### config.mk
export PLATFORM = sky130hd
export DESIGN_NAME = dual_stack_shared_store_core
export DESIGN_NICKNAME = d
export VERILOG_FILES = /design/src/dss_pkg.sv /design/src/dual_stack_shared_store_core.sv /design/src/dss_front.sv /design/src/dss_back.sv
export SDC_FILE = /design/constraint.sdc
export NUM_CORES = 1
export LEC_CHECK = 0
export BUFFER_PORTS_ARGS = -buffer_cell sky130_fd_sc_hd__buf_2
export CAP_MARGIN = 25
export CORE_MARGIN = 8
export CORE_UTILIZATION = 45
export CTS_BUF_LIST = sky130_fd_sc_hd__clkbuf_2
export CTS_CLUSTER_SIZE = 10
export DETAILED_ROUTE_END_ITERATION = 8
export SLEW_MARGIN = 10
export SYNTH_ARGS = -nofsm -noshare
export SYNTH_HDL_FRONTEND = slang
export SYNTH_SLANG_ARGS = --single-unit
### constraint.sdc
create_clock -name clk -period 5.7 [get_ports clk]
set_input_delay 1.14 -clock clk [delete_from_list [all_inputs] [get_ports clk]]
set_output_delay 1.14 -clock clk [all_outputs]
set_load 0.05 [all_outputs]
### src/dss_pkg.sv
// Shared types and codes for the dual stack shared store block.
// No dependencies; used by dss_front, dss_back and the top level.
package dss_pkg;

    // Request codes on req_type (A on even codes, B on odd codes)
    typedef enum logic [2:0] {
        REQ_PUSH_A = 3'd0,
        REQ_PUSH_B = 3'd1,
        REQ_POP_A  = 3'd2,
        REQ_POP_B  = 3'd3,
        REQ_LIST_A = 3'd4,
        REQ_LIST_B = 3'd5
    } req_t;

    // Result status codes
    typedef enum logic [1:0] {
        ST_OK        = 2'd0,
        ST_OVERFLOW  = 2'd1,
        ST_UNDERFLOW = 2'd2
    } status_t;

    // Classified operation handed from front to back
    typedef enum logic [1:0] {
        OP_PUSH = 2'd0,
        OP_POP  = 2'd1,
        OP_LIST = 2'd2
    } op_t;

    // Stack selector
    typedef enum logic {
        SIDE_A = 1'b0,
        SIDE_B = 1'b1
    } side_t;

    typedef struct packed {
        op_t         op;
        side_t       side;
        logic [31:0] value;
    } cmd_t;

    // Back-end sequencer states
    typedef enum logic {
        BK_IDLE = 1'b0,
        BK_LIST = 1'b1
    } back_state_t;

    localparam int QUEUE_DEPTH = 2;

endpackage

### src/dual_stack_shared_store_core.sv
// Top level of the dual stack shared store block.
// Depends on dss_pkg, dss_front and dss_back.
//
//  channel   | handshake            | words
//  ----------+----------------------+-----------------------------
//  request   | start high, busy low | req_type, push_value
//  result    | strobe, one cycle    | status, data, last
//
// Push, pop and error results are registered in the back end as it takes each queued command.
// A list of n entries streams n results on consecutive cycles, one store read each,
// once the back end enters its list state; the single store read port sets that rate.
// A pending read result holds the next command back. Reset empties both stacks.
// A two-entry command queue takes new requests while the back end works;
// busy rises only when that queue is full; the receiver cannot stall.
module dual_stack_shared_store_core #(
    parameter int DEPTH = 16
) (
    input  logic               clk,
    input  logic               rst_n,
    input  logic               start,
    input  logic [2:0]         req_type,
    input  logic signed [31:0] push_value,
    output logic               busy,
    output logic               strobe,
    output logic [1:0]         status,
    output logic signed [31:0] data,
    output logic               last
);
    import dss_pkg::*;

    logic cmd_valid;
    cmd_t cmd;
    logic cmd_pop;

    // Accept and classify
    dss_front u_front (
        .clk       (clk),
        .rst_n     (rst_n),
        .start     (start),
        .req_type  (req_type),
        .push_value(push_value),
        .busy      (busy),
        .cmd_valid (cmd_valid),
        .cmd       (cmd),
        .cmd_pop   (cmd_pop)
    );

    // Execute against the store
    dss_back #(
        .DEPTH(DEPTH)
    ) u_back (
        .clk      (clk),
        .rst_n    (rst_n),
        .cmd_valid(cmd_valid),
        .cmd      (cmd),
        .cmd_pop  (cmd_pop),
        .strobe   (strobe),
        .status   (status),
        .data     (data),
        .last     (last)
    );

endmodule

### src/dss_front.sv
// Front end: accepts requests, classifies them and queues commands.
// Depends on dss_pkg.
module dss_front (
    input  logic               clk,
    input  logic               rst_n,
    input  logic               start,
    input  logic [2:0]         req_type,
    input  logic signed [31:0] push_value,
    output logic               busy,
    output logic               cmd_valid,
    output dss_pkg::cmd_t      cmd,
    input  logic               cmd_pop
);
    import dss_pkg::*;

    cmd_t       entry_reg [QUEUE_DEPTH];
    logic       wr_ptr_reg, wr_ptr_next;
    logic       rd_ptr_reg, rd_ptr_next;
    logic [1:0] fill_reg, fill_next;
    logic       accept;
    logic       known;
    cmd_t       cls;

    // Classify the incoming request; unused codes are dropped
    always_comb
    begin
        known     = 1'b1;
        cls.op    = OP_PUSH;
        cls.side  = req_type[0] ? SIDE_B : SIDE_A;
        cls.value = push_value;
        unique case (req_type)
            REQ_PUSH_A, REQ_PUSH_B: cls.op = OP_PUSH;
            REQ_POP_A,  REQ_POP_B:  cls.op = OP_POP;
            REQ_LIST_A, REQ_LIST_B: cls.op = OP_LIST;
            default:                known  = 1'b0;
        endcase
    end

    assign busy      = (fill_reg == 2'(QUEUE_DEPTH));
    assign accept    = start && !busy;
    assign cmd_valid = (fill_reg != 2'd0);
    assign cmd       = entry_reg[rd_ptr_reg];

    // Advance queue pointers and fill level
    always_comb
    begin
        wr_ptr_next = wr_ptr_reg;
        rd_ptr_next = rd_ptr_reg;
        fill_next   = fill_reg;
        if (accept && known)
        begin
            wr_ptr_next = ~wr_ptr_reg;
        end
        if (cmd_pop)
        begin
            rd_ptr_next = ~rd_ptr_reg;
        end
        fill_next = fill_reg + 2'(accept && known) - 2'(cmd_pop);
    end

    always_ff @(posedge clk or negedge rst_n)
    begin
        if (!rst_n)
        begin
            wr_ptr_reg <= 1'b0;
            rd_ptr_reg <= 1'b0;
            fill_reg   <= 2'd0;
        end
        else
        begin
            wr_ptr_reg <= wr_ptr_next;
            rd_ptr_reg <= rd_ptr_next;
            fill_reg   <= fill_next;
        end
    end

    // Hold queued words
    always_ff @(posedge clk)
    begin
        if (accept && known)
        begin
            entry_reg[wr_ptr_reg] <= cls;
        end
    end

`ifndef SYNTHESIS
    a_fill_range: assert property (@(posedge clk) disable iff (!rst_n)
        fill_reg <= 2'(QUEUE_DEPTH))
        else $error("queue fill level out of range");
    a_pop_nonempty: assert property (@(posedge clk) disable iff (!rst_n)
        cmd_pop |-> cmd_valid)
        else $error("queue popped while empty");
    a_drop_unknown: assert property (@(posedge clk) disable iff (!rst_n)
        (accept && !known && !cmd_pop) |=> $stable(fill_reg))
        else $error("unused request code entered the queue");
`endif

endmodule

### src/dss_back.sv
// Back end: executes queued commands against the shared word store.
// Depends on dss_pkg; holds the store, both stack counts and the list walker.
module dss_back #(
    parameter int DEPTH = 16
) (
    input  logic               clk,
    input  logic               rst_n,
    input  logic               cmd_valid,
    input  dss_pkg::cmd_t      cmd,
    output logic               cmd_pop,
    output logic               strobe,
    output logic [1:0]         status,
    output logic signed [31:0] data,
    output logic               last
);
    import dss_pkg::*;

    localparam int AW = (DEPTH > 1) ? $clog2(DEPTH) : 1;
    localparam int CW = $clog2(DEPTH + 1);
    localparam logic [CW-1:0] DEPTH_C = CW'(DEPTH);

    logic [31:0]   mem [DEPTH];

    back_state_t   state_reg, state_next;
    logic [CW-1:0] count_a_reg, count_a_next;
    logic [CW-1:0] count_b_reg, count_b_next;
    logic [AW-1:0] ptr_reg, ptr_next;
    logic [CW-1:0] left_reg, left_next;
    side_t         side_reg, side_next;
    logic          imm_valid_reg, imm_valid_next;
    status_t       imm_status_reg, imm_status_next;
    logic          rd_pend_reg, rd_pend_next;
    logic          rd_last_reg, rd_last_next;
    logic [31:0]   rd_q_reg;

    logic          mem_we;
    logic [AW-1:0] mem_waddr;
    logic          mem_re;
    logic [AW-1:0] mem_raddr;
    logic          full;
    logic          empty_sel;
    logic [CW-1:0] count_sel;

    assign full      = ({1'b0, count_a_reg} + {1'b0, count_b_reg}) >= {1'b0, DEPTH_C};
    assign count_sel = (cmd.side == SIDE_B) ? count_b_reg : count_a_reg;
    assign empty_sel = (count_sel == '0);

    // Decode commands and walk lists
    always_comb
    begin
        state_next      = state_reg;
        count_a_next    = count_a_reg;
        count_b_next    = count_b_reg;
        ptr_next        = ptr_reg;
        left_next       = left_reg;
        side_next       = side_reg;
        imm_valid_next  = 1'b0;
        imm_status_next = ST_OK;
        rd_pend_next    = 1'b0;
        rd_last_next    = 1'b0;
        mem_we          = 1'b0;
        mem_waddr       = '0;
        mem_re          = 1'b0;
        mem_raddr       = '0;
        cmd_pop         = 1'b0;
        unique case (state_reg)
            BK_IDLE:
            begin
                if (cmd_valid && !rd_pend_reg)
                begin
                    cmd_pop = 1'b1;
                    unique case (cmd.op)
                        OP_PUSH:
                        begin
                            imm_valid_next = 1'b1;
                            if (full)
                            begin
                                imm_status_next = ST_OVERFLOW;
                            end
                            else if (cmd.side == SIDE_B)
                            begin
                                mem_we       = 1'b1;
                                mem_waddr    = AW'(DEPTH_C - count_b_reg - CW'(1));
                                count_b_next = count_b_reg + CW'(1);
                            end
                            else
                            begin
                                mem_we       = 1'b1;
                                mem_waddr    = AW'(count_a_reg);
                                count_a_next = count_a_reg + CW'(1);
                            end
                        end
                        OP_POP:
                        begin
                            if (empty_sel)
                            begin
                                imm_valid_next  = 1'b1;
                                imm_status_next = ST_UNDERFLOW;
                            end
                            else
                            begin
                                mem_re       = 1'b1;
                                rd_pend_next = 1'b1;
                                rd_last_next = 1'b1;
                                if (cmd.side == SIDE_B)
                                begin
                                    mem_raddr    = AW'(DEPTH_C - count_b_reg);
                                    count_b_next = count_b_reg - CW'(1);
                                end
                                else
                                begin
                                    mem_raddr    = AW'(count_a_reg - CW'(1));
                                    count_a_next = count_a_reg - CW'(1);
                                end
                            end
                        end
                        OP_LIST:
                        begin
                            if (empty_sel)
                            begin
                                imm_valid_next  = 1'b1;
                                imm_status_next = ST_UNDERFLOW;
                            end
                            else
                            begin
                                state_next = BK_LIST;
                                side_next  = cmd.side;
                                left_next  = count_sel;
                                ptr_next   = (cmd.side == SIDE_B) ?
                                             AW'(DEPTH_C - count_b_reg) :
                                             AW'(count_a_reg - CW'(1));
                            end
                        end
                        default:
                        begin
                            imm_valid_next = 1'b0;
                        end
                    endcase
                end
            end
            BK_LIST:
            begin
                mem_re       = 1'b1;
                mem_raddr    = ptr_reg;
                rd_pend_next = 1'b1;
                rd_last_next = (left_reg == CW'(1));
                left_next    = left_reg - CW'(1);
                ptr_next     = (side_reg == SIDE_B) ? ptr_reg + AW'(1) : ptr_reg - AW'(1);
                if (left_reg == CW'(1))
                begin
                    state_next = BK_IDLE;
                end
            end
            default:
            begin
                state_next = BK_IDLE;
            end
        endcase
    end

    always_ff @(posedge clk or negedge rst_n)
    begin
        if (!rst_n)
        begin
            state_reg      <= BK_IDLE;
            count_a_reg    <= '0;
            count_b_reg    <= '0;
            left_reg       <= '0;
            side_reg       <= SIDE_A;
            imm_valid_reg  <= 1'b0;
            imm_status_reg <= ST_OK;
            rd_pend_reg    <= 1'b0;
            rd_last_reg    <= 1'b0;
        end
        else
        begin
            state_reg      <= state_next;
            count_a_reg    <= count_a_next;
            count_b_reg    <= count_b_next;
            left_reg       <= left_next;
            side_reg       <= side_next;
            imm_valid_reg  <= imm_valid_next;
            imm_status_reg <= imm_status_next;
            rd_pend_reg    <= rd_pend_next;
            rd_last_reg    <= rd_last_next;
        end
    end

    // Hold the walk pointer
    always_ff @(posedge clk)
    begin
        ptr_reg <= ptr_next;
    end

    // Word store: one write port, one registered read port
    always_ff @(posedge clk)
    begin
        if (mem_we)
        begin
            mem[mem_waddr] <= cmd.value;
        end
        if (mem_re)
        begin
            rd_q_reg <= mem[mem_raddr];
        end
    end

    // Drive the result word
    assign strobe = imm_valid_reg | rd_pend_reg;
    assign status = rd_pend_reg ? 2'(ST_OK) : 2'(imm_status_reg);
    assign data   = rd_pend_reg ? $signed(rd_q_reg) : 32'sd0;
    assign last   = rd_pend_reg ? rd_last_reg : 1'b1;

`ifndef SYNTHESIS
    a_no_overfill: assert property (@(posedge clk) disable iff (!rst_n)
        ({1'b0, count_a_reg} + {1'b0, count_b_reg}) <= {1'b0, DEPTH_C})
        else $error("stacks overlap in the store");
    a_one_source: assert property (@(posedge clk) disable iff (!rst_n)
        !(imm_valid_reg && rd_pend_reg))
        else $error("two result sources in one cycle");
    a_list_runs: assert property (@(posedge clk) disable iff (!rst_n)
        (strobe && !last) |=> strobe)
        else $error("list results not contiguous");
    a_list_left: assert property (@(posedge clk) disable iff (!rst_n)
        (state_reg == BK_LIST) |-> (left_reg != '0))
        else $error("list walk with nothing left");
`endif

endmodule

; Word level (Yosys, flattened, before mapping)
; Memory sizes are Yosys's and may differ from the RTL's. A register that Yosys moved wholly into a read port is not among the register bits.
; Index checks and enable logic that the tools add are counted.
[totals]
ff_bits = 30
ram_bits = 582
out_inout_bits = 37
memories = 2
[classes]
add_sub_neg = 12
magnitude_cmp = 1
eq_ne = 18
mux = 64
n_bitwise = 5
reduce_logical = 18
[memory_table]
columns = memory, words, word_bits, rd, rd_ports_with_merged_regs, wr, line_no
row1 = u_back.mem, 16, 32, 1, 1, 1, dss_back.sv:22  ; logic [31:0] mem [DEPTH];
row2 = u_front.entry_reg, 2, 35, 1, 0, 1, dss_front.sv:16  ; cmd_t entry_reg [QUEUE_DEPTH];
[ops]
columns = op, count
row1 = 2-to-1 mux 5 bit, 12
row2 = 2-to-1 mux 4 bit, 13
row3 = 2-to-1 mux 32 bit, 1
row4 = case mux 5 bit (2 select lines), 3
row5 = 2-to-1 mux 1 bit, 23
row6 = case mux 4 bit (2 select lines), 2
row7 = subtractor 5 x 1 -> 5 bit (second input constant), 3
row8 = AND reduction 7 bit, 2
row9 = != test 2 bit (second input constant), 6
row10 = adder 5 x 1 -> 5 bit (second input constant), 2
row11 = 2-to-1 mux 2 bit, 4
row12 = case mux 1 bit (2 select lines), 4
row13 = case mux 2 bit (2 select lines), 2
row14 = subtractor 4 x 1 -> 4 bit (second input constant), 2
row15 = adder 5 x 5 -> 6 bit, 1
row16 = == test 3 x 2 -> 1 bit (second input constant), 2
row17 = == test 3 bit (second input constant), 2
row18 = >= comparator 6 x 5 -> 1 bit (second input constant), 1
row19 = != test 2 x 1 -> 1 bit (second input constant), 3
row20 = OR reduction 2 bit, 3
row21 = OR reduction 6 bit, 1
row22 = == test 5 x 1 -> 1 bit (second input constant), 1
row23 = zero test 5 bit, 1
row24 = adder 4 x 1 -> 4 bit (second input constant), 1
row25 = 15 further kinds, 23

; Longest topological paths before layout
; Gate-level depths: netlist (run 1).
[depth]
ltp_word = 8
ltp_mapped = 17

; By module
; Synthesis (run 1) repeated with hierarchy kept, for this count alone.
[hier_totals]
cells_unflattened = 1672
area_unflattened_um2 = 26251.4
[modules_own_cells]
columns = module, instances, cells_each, area_per_inst_um2
row1 = dss_back, 1, 1543, 23349.9
row2 = dss_front, 1, 129, 2901.5

; Worst setup path after synthesis (run 1)
; No wires, ideal clock.
[synth_path]
path_kind = register to register
from = register u_back.count_b_reg[0]
to = memory u_back.mem[0][0] (enable)
setup_ns = 0.461
t_arrival_ns = 3.983
required_time_ns = 5.239
path_slack_ns = 1.256
path_stages_with_launch = 11
path_buffers = 1
cell_sequence = dfrtp_1 buf_6 inv_1 ha_1 and2_1 a211oi_1 o21ai_0 xnor2_1 o21a_1 a21oi_1 nor3_1
[synth_between]
elab_chain_cells = 8
word_cells_on_any_way = 15
classes_between = add/sub: 3 / order compare: 1 / mux: 11
[synth_lines]
columns = item, line_no
row1 = start: declaration, dss_back.sv:26  ; logic [CW-1:0] count_b_reg, count_b_next;
row2 = start signal: assignment, dss_back.sv:179  ; count_b_reg <= count_b_next;
row3 = adder 5 x 5 -> 6 bit, dss_back.sv:44  ; assign full = ({1'b0, count_a_reg} + {1'b0, count_b_reg}) >= {1'b0, DEPTH_C};
row4 = >= comparator 6 x 5 -> 1 bit, dss_back.sv:44
row5 = 2-to-1 mux 1 bit, dss_back.sv:76  ; if (full)
row6 = 2-to-1 mux 1 bit, dss_back.sv:72  ; unique case (cmd.op)
row7 = 2-to-1 mux 1 bit, dss_back.sv:69  ; if (cmd_valid && !rd_pend_reg)
row8 = 2-to-1 mux 1 bit, dss_back.sv:66  ; unique case (state_reg)
row9 = 2-to-1 mux 1 bit, dss_back.sv:198  ; if (mem_we)
row10 = 2-to-1 mux 1 bit (implied by the code), dss_back.sv:200  ; mem[mem_waddr] <= cmd.value;
row11 = end: declaration, dss_back.sv:22
; Several ways; a longest one is shown, not always the timed one.

; Worst setup path in the final report (run 1)
[layout_path]
from = register u_front.rd_ptr_reg
to = register u_back.rd_q_reg[18] (read register of u_back.mem) (data pin)
[layout_between]
elab_chain_cells = 7
word_cells_on_any_way = 13
classes_between = eq/ne: 1 / mux: 10 / reduce/logical: 1 / memory: 1
[layout_lines]
columns = item, line_no
row1 = start: declaration, dss_front.sv:18  ; logic rd_ptr_reg, rd_ptr_next;
row2 = start signal: assignment, dss_front.sv:72  ; rd_ptr_reg <= rd_ptr_next;
row3 = memory read (2 x 35 bit) (*), --
row4 = 2-to-1 mux 5 bit, dss_back.sv:45  ; assign count_sel = (cmd.side == SIDE_B) ? count_b_reg : count_a_reg;
row5 = zero test 5 bit, dss_back.sv:46  ; assign empty_sel = (count_sel == '0);
row6 = 2-to-1 mux 4 bit or 2-to-1 mux 1 bit (tied branches), dss_back.sv:95  ; if (empty_sel)
row7 = 2-to-1 mux 4 bit or 2-to-1 mux 1 bit (tied branches), dss_back.sv:72
row8 = 2-to-1 mux 4 bit or 2-to-1 mux 1 bit (tied branches), dss_back.sv:69
row9 = case mux 4 bit (2 select lines) or case mux 1 bit (2 select lines) (tied branches), dss_back.sv:66
row10 = end: declaration, dss_back.sv:34  ; logic [31:0] rd_q_reg;
; Every way passes the cells marked *; elsewhere a longest branch is shown, timed or not.
; A chain may end at the register's enable or synchronous reset.

==> results of run 1 <==
[kinds of logic after synthesis]
group,after synthesis
and+or+nand+nor,584
xor gates and xnor gates,25
muxes,108
AOI/OAI and AO/OA,247
adders and majority gates,22
DFF,644
buffers and inverters,128
[final cells by class]
cell class | count | area (µm²)
clock inverter | 42 | 270.3
tap | 756 | 945.9
timing repair buffer | 156 | 1189
clock buffer | 241 | 1206
multi-input combinational | 986 | 6217
sequential | 644 | 19210
fill | 4838 | 27490
antenna | 3 | 7.507
inverter | 19 | 71.32
[metal layers]
layer	global-route usage	up-vias	wire (µm)
li1	-	7165	-
met1	0.2466	7798	26980
met2	0.2976	550	29510
met3	0.04741	102	3822
met4	0.06921	0	1374
met5	0	-	0
[worst max-delay path: cells and delay by family (launching register included)]
kind	cells	cell delay [ps]
multiplexers	1	370
buffers and inverters	2	610
adder cells (fa/ha/maj)	1	480
AO/OA/AOI/OAI	2	550
flip-flops	1	750
AND/OR/NAND/NOR	4	1020
[where the power goes]
group | leakage (µW) | switching (µW) | internal (µW)
Combinational | 0.00332 | 3860 | 1750
Clock | 0.00114 | 1800 | 1300
Sequential | 0.00593 | 298 | 6120
Total | 0.0104 | 5950 | 9170
[cells in the mapped netlist, drive strengths merged, types with 2 or more instances]
library cell	count	area, µm²
nand4	2	12.51
nor3	9	56.31
xor2	10	87.58
clkbuf	65	244.0
nor4	2	27.53
a32oi	33	289.0
a21oi	86	430.4
nor2b	6	37.54
nand2	354	1329
a31oi	35	219.0
a211oi	4	42.54
nand2b	3	18.77
ha	20	250.2
mux2i	72	733.2
xnor2	15	131.4
inv	17	63.81
clkinv	2	7.510
dfrtp	26	650.6
and2	36	225.2
o21a	4	30.03
edfxtp	618	18560
or3	2	17.52
nand3	134	675.7
nand3b	2	15.01
buf	44	279.0
o21ai	10	50.04
a221o	63	630.6
nor2	28	105.1
nor4b	2	17.52
o31ai	2	20.02
a21o	5	37.54
fa	2	40.04
mux2	36	409.1
[what timing repair did]
item | 4_1_cts | 5_1_grt
resized for setup | 0 | 0
hold buffers | 36 | 0
endpoints found under the hold margin | 96 | 0
[cells in the final DEF, fill, tap and decap left out, drive strengths merged, types with 4 or more instances in the layout]
cell type	count
edfxtp	618
xor2	10
nor2b	6
mux2	36
inv	22
mux2i	72
a32oi	33
clkinv	35
nand3	134
o21a	4
a31oi	35
a211oi	4
dfrtp	26
clkbuf	241
and2	36
buf	120
bufinv	4
a221o	63
o21ai	10
dlygate4sd3	36
ha	20
nor2	28
a21oi	86
xnor2	15
nor3	9
nand2	354
a21o	5
[path summary, 6_finish.rpt]
path,startpoint,to,slack [ps],depth (start not counted)
setup / recovery,u_front.rd_ptr_reg$_DFFE_PN0P_,u_back.rd_q_reg[18]$_DFFE_PP_,1620,10
hold / removal,start,u_front.wr_ptr_reg$_DFFE_PN0P_,240,3
setup reg to reg,u_front.rd_ptr_reg$_DFFE_PN0P_,u_back.rd_q_reg[18]$_DFFE_PP_,1620,10
hold reg to reg,u_front.fill_reg[1]$_DFF_PN0_,u_front.fill_reg[1]$_DFF_PN0_,510,1
max in group asynchronous,rst_n,u_front.rd_ptr_reg$_DFFE_PN0P_,4870,2
min in group asynchronous,rst_n,u_back.count_b_reg[1]$_DFFE_PN0P_,370,2
[per-stage QoR]
step / hold slack (ps) / cells / area [µm²] / utilization
finish: 239.1 / 2847 / 29120 / 0.5144
global route: 128.4 / 2847 / 29120 / 0.5144
CTS: 43.57 / 2844 / 29110 / 0.5143
detailed placement: 491.8 / 2525 / 27270 / 0.4818
global placement: 487.3 / 2524 / 27250 / 0.4815
floorplan: 460.3 / 1758 / 25810 / -
==> results.yml, run 1 <==
outcome:
  status: "finished clean"
grt:
  grt_pass1_wl_um: 94150
  grt_overflow: 0
  global_route.usage.total: 0.1869
  antenna_found_initial: 2
  grt_pass1_vias: 15851
  grt_max_degree: 86
critical_path:
  critPathArrivalTime_ps: 5110
  crit_top_cell: "nand3_1"
  path_class: "reg2reg"
  end_kind: "flop"
  required_ps: 6720
  cpPeakStageDelay_ps: 750
  path_max_fanout: 67
  critPathSlowestCell: "dfrtp_2"
  start_kind: "flop"
  crit_chain: "mux2i_1 -> ha_1 -> inv_1 -> a211oi_4 -> nand3_2 -> nand2_4 -> buf_4 -> nand3_1 -> a32oi_1 -> nand3_1"
sta:
  setup_ws_ps: 1615
  slew_violations: 0
  max-slew-margin-rel: 0.3534
  worst_pin_slew_ps: 967.6
  period_share: 0.7166
  hold_viol: 0
  period_needed_ps: 4085
  grt_setup_unrepaired: "no"
  tns_ps: 0
  clock_skew_ps: 58.44
  maxClockFrequency_ghz: 0.2448
  setup_viol: 0
pwr:
  fin_total_pwr_uw: 15120
  leakage_uw: 0.01040
  irDropWorstVdd_mv: 0.3105
  power_density_mw_per_mm2: 519.3
drt:
  routed-via-count: 15615
  wl_um: 61690
  wl_per_cell_um: 21.67
  ant_nets: 0
  via_per_inst: 5.485
  drtPass1Iterations: 5
  drt_iter0_drc: 1108
  drc: 0
clock_network:
  h-tree-depth: 4
  tritoncts: "yes"
  clkTransAtPathRegs_ps: 90
  root_buffer: "clkbuf_2"
  cts_sinks: 644
  numCtsBuffers: 165
  clk-insertion-delay-late_ps: 1310
  cts_setup_buffers: 0
  cts_max_path_buffers: 3
place:
  pre_cts_ws_ps: 1596
  place.gp.congestion: 0.8182
  port_buffers: 74
  dpl.hpwl_um: 33940
cells_and_area:
  drive_above_1_share: 0.2146
  area_delta_synth_final_pct: 12.79
  nets: 2032
  largest_reg_flops: 512
worst_hold_path:
  hold_path.class: "in2reg"
synthesis:
  synthAdderAreaFrac: 0.01124
  muxShareOfSynthArea: 0.04425
  synth_cells: 1758
  syn_nets: 1818
  synth_compound_area_frac: 0.06946
  synth-xor-area-share: 0.008482
  synth_edf_count: 618
  synth.avg_cell_area_um2: 14.68
  yosysUniqueCellTypes: 55
  ys_async_sr_fraction: 0.04037
  ys_ff_latch: 644
  yosys_warnings: 0
  ys_seq_area_frac: 0.7441
  synth_top_family_by_area: "simple AND/OR/NAND/NOR gates"
  yosys.area_share.simple: 0.09946
  synth_area_mm2: 0.02581
  synthFlopType: "edfxtp_1"
die:
  die_area_mm2: 0.06529
  fp.dieH_um: 255.5
  num_rows: 87
  start_util: 0.4561
  die_x_um: 255.5
  coreArea_mm2: 0.05660
  top_level_ports: 75
flow_run:
  cap_violations: 0
(Power assumes the default switching activity.)
==> run 2, diff against run 1 <==
==> constraint.sdc (replaced) <==
create_clock -name clk -period 3.4 [get_ports clk]
set_input_delay 0.68 -clock clk [delete_from_list [all_inputs] [get_ports clk]]
set_output_delay 0.68 -clock clk [all_outputs]
set_load 0.05 [all_outputs]
==> results.yml, run 2 (synthesis gave the netlist of run 1 again) <==
clock_network:
  numCtsBuffers: 163
  root_buffer: "clkbuf_2"
  cts_sinks: 644
  tritoncts: "yes"
  clk-insertion-delay-late_ps: 1360
  h-tree-depth: 4
  clkTransAtPathRegs_ps: 90
  cts_max_path_buffers: 3
pwr:
  power.share.combinational: 0.391
  switching_share: 0.3954
  power.internal_uw: 15640
  clkPwrFrac: 0.195
  leakage_uw: 0.01073
  irDropWorstVdd_mv: 0.5137
  power_density_mw_per_mm2: 861.4
  p_seq_frac: 0.413
  p_switching_uw: 10230
drt:
  wl_met1_um: 27190
  drtPass1Iterations: 6
  via_per_inst: 5.502
  drt_iter0_drc: 1219
  dr_wl_met2_um: 30840
  top_layer: "met4"
  ant_nets: 0
  routed-via-count: 15927
  wl_met3_um: 3931
  drc: 0
  wl_per_cell_um: 21.76
  wl_um: 63000
die:
  num_rows: 87
  die_x_um: 255.5
  die_area_mm2: 0.06529
  start_util: 0.4561
  top_level_ports: 75
  coreArea_mm2: 0.05660
  fp.dieH_um: 255.5
cells_and_area:
  drive_above_1_share: 0.2198
  area_delta_synth_final_pct: 16.34
  final_util: 0.5306
  multi_input_area_mm2: 0.006223
  final_common_cell: "edfxtp_1"
  final_cell_mix: "edfxtp_1 (618), nand2_1 (352), clkbuf_2 (222), nand3_1 (133), a21oi_1 (86)"
  final_cells: 2895
  nFillCells: 4793
  nets: 2102
  final-seq-area_mm2: 0.01921
  largest_reg_flops: 512
grt:
  grt_overflow: 0
  global_route.usage.total: 0.1909
  antenna_found_initial: 2
  grt_pass1_vias: 16344
  grt_pass1_wl_um: 96730
  grt_max_degree: 61
critical_path:
  start_kind: "flop"
  cp_num_buf_inv: 4
  critPathArrivalTime_ps: 4210
  critPathTopFamily: "buffers and inverters"
  path_max_fanout: 59
  path_class: "reg2reg"
  end_kind: "flop"
  required_ps: 4410
  cpPeakStageDelay_ps: 480
  crit_chain: "inv_1 -> ha_1 -> inv_1 -> mux2i_1 -> nand3_1 -> o21ai_4 -> buf_12 -> buf_12 -> mux2i_1 -> a221o_1 -> nand3_1"
  critPathSlowestCell: "dfrtp_1"
place:
  port_buffers: 74
  dpl.hpwl_um: 35670
  place.gp.congestion: 0.8463
  dp_cells: 2558
sta:
  setup_viol: 0
  slew_violations: 0
  maxClockFrequency_ghz: 0.3126
  period_needed_ps: 3199
  worst_pin_slew_ps: 907.0
  period_share: 0.9408
  clock_skew_ps: 103.3
  hold_viol: 0
  max-slew-margin-rel: 0.3953
flow_run:
  cap_violations: 0
outcome:
  status: "finished clean"
worst_hold_path:
  hold_path.class: "in2reg"
## run 2: final timing paths
| kind | start | to | slack [ps] | cells after the start |
|---|---|---|---|---|
| worst max-delay path | u_back.count_b_reg[1]$_DFFE_PN0P_ | u_back.rd_q_reg[26]$_DFFE_PP_ | 200 | 11 |
| worst min-delay path | req_type[2] | u_front.entry_reg[1][33]$_DFFE_PP_ | 220 | 3 |
| worst max register to register | u_back.count_b_reg[1]$_DFFE_PN0P_ | u_back.rd_q_reg[26]$_DFFE_PP_ | 200 | 11 |
| worst min register to register | u_front.fill_reg[1]$_DFF_PN0_ | u_front.fill_reg[1]$_DFF_PN0_ | 510 | 1 |
| max in group asynchronous | rst_n | u_back.left_reg[2]$_DFFE_PN0P_ | 2790 | 4 |
| min in group asynchronous | rst_n | u_back.count_b_reg[2]$_DFFE_PN0P_ | 370 | 4 |
## run 2: layout make-up
type                       count  area share
sequential                   644      0.6396
multi-input combinational    986      0.2072
tap                          756     0.03149
inverter                      19    0.002375
timing repair buffer         228     0.07236
antenna                        5   0.0004166
clock buffer                 222     0.03699
clock inverter                35    0.009498
## run 2: through the flow
stage          cell area, µm²  TNS (ps)  worst slack (ps)  hold WS [ps]  total power [µW]
4_1_cts                 30010         0             8.924         38.03             26180
5_1_grt                 30030    -67.97            -44.35         83.10             27420
6_report                30030         0             201.3         223.4             25870
3_3_place_gp            27870         0             267.1         492.2             20870
3_5_place_dp            27870         0             214.0         503.6             21010
2_1_floorplan           25840    -92740            -316.2         384.4             17560
## run 2: worst reg2reg max path, cell delays in order (launching register included)
cell and delay (ps):
dfrtp_1 480, inv_1 130, ha_1 350, inv_1 110
mux2i_1 300, nand3_1 220, o21ai_4 250, buf_12 240
buf_12 320, mux2i_1 250, a221o_1 170, nand3_1 100
## run 2: what timing repair did
item                                    in CTS  in global routing
endpoints found under the setup margin      33                 15
buffers inserted                             0                  2
endpoints found under the hold margin      113                  0
pin swaps                                    0                  1
hold buffers                                73                  0
resized for setup                            1                  0
## run 2: power by group through the flow
| stage | clock network (µW) | logic [µW] | registers, µW |
|---|---|---|---|
| floorplan | 0 | 6940 | 10600 |
| global placement | 0 | 10000 | 10900 |
| detailed placement | 0 | 10100 | 10900 |
| CTS | 5240 | 10200 | 10700 |
| global route | 5630 | 11000 | 10800 |
| finish | 5060 | 10100 | 10700 |
## run 2: layer usage
metal | GRT usage | vias to the layer above
met2 | 0.3129 | 551
met5 | 0 | -
met1 | 0.2497 | 7982
met3 | 0.04455 | 86
li1 | - | 7308
met4 | 0.06304 | 0
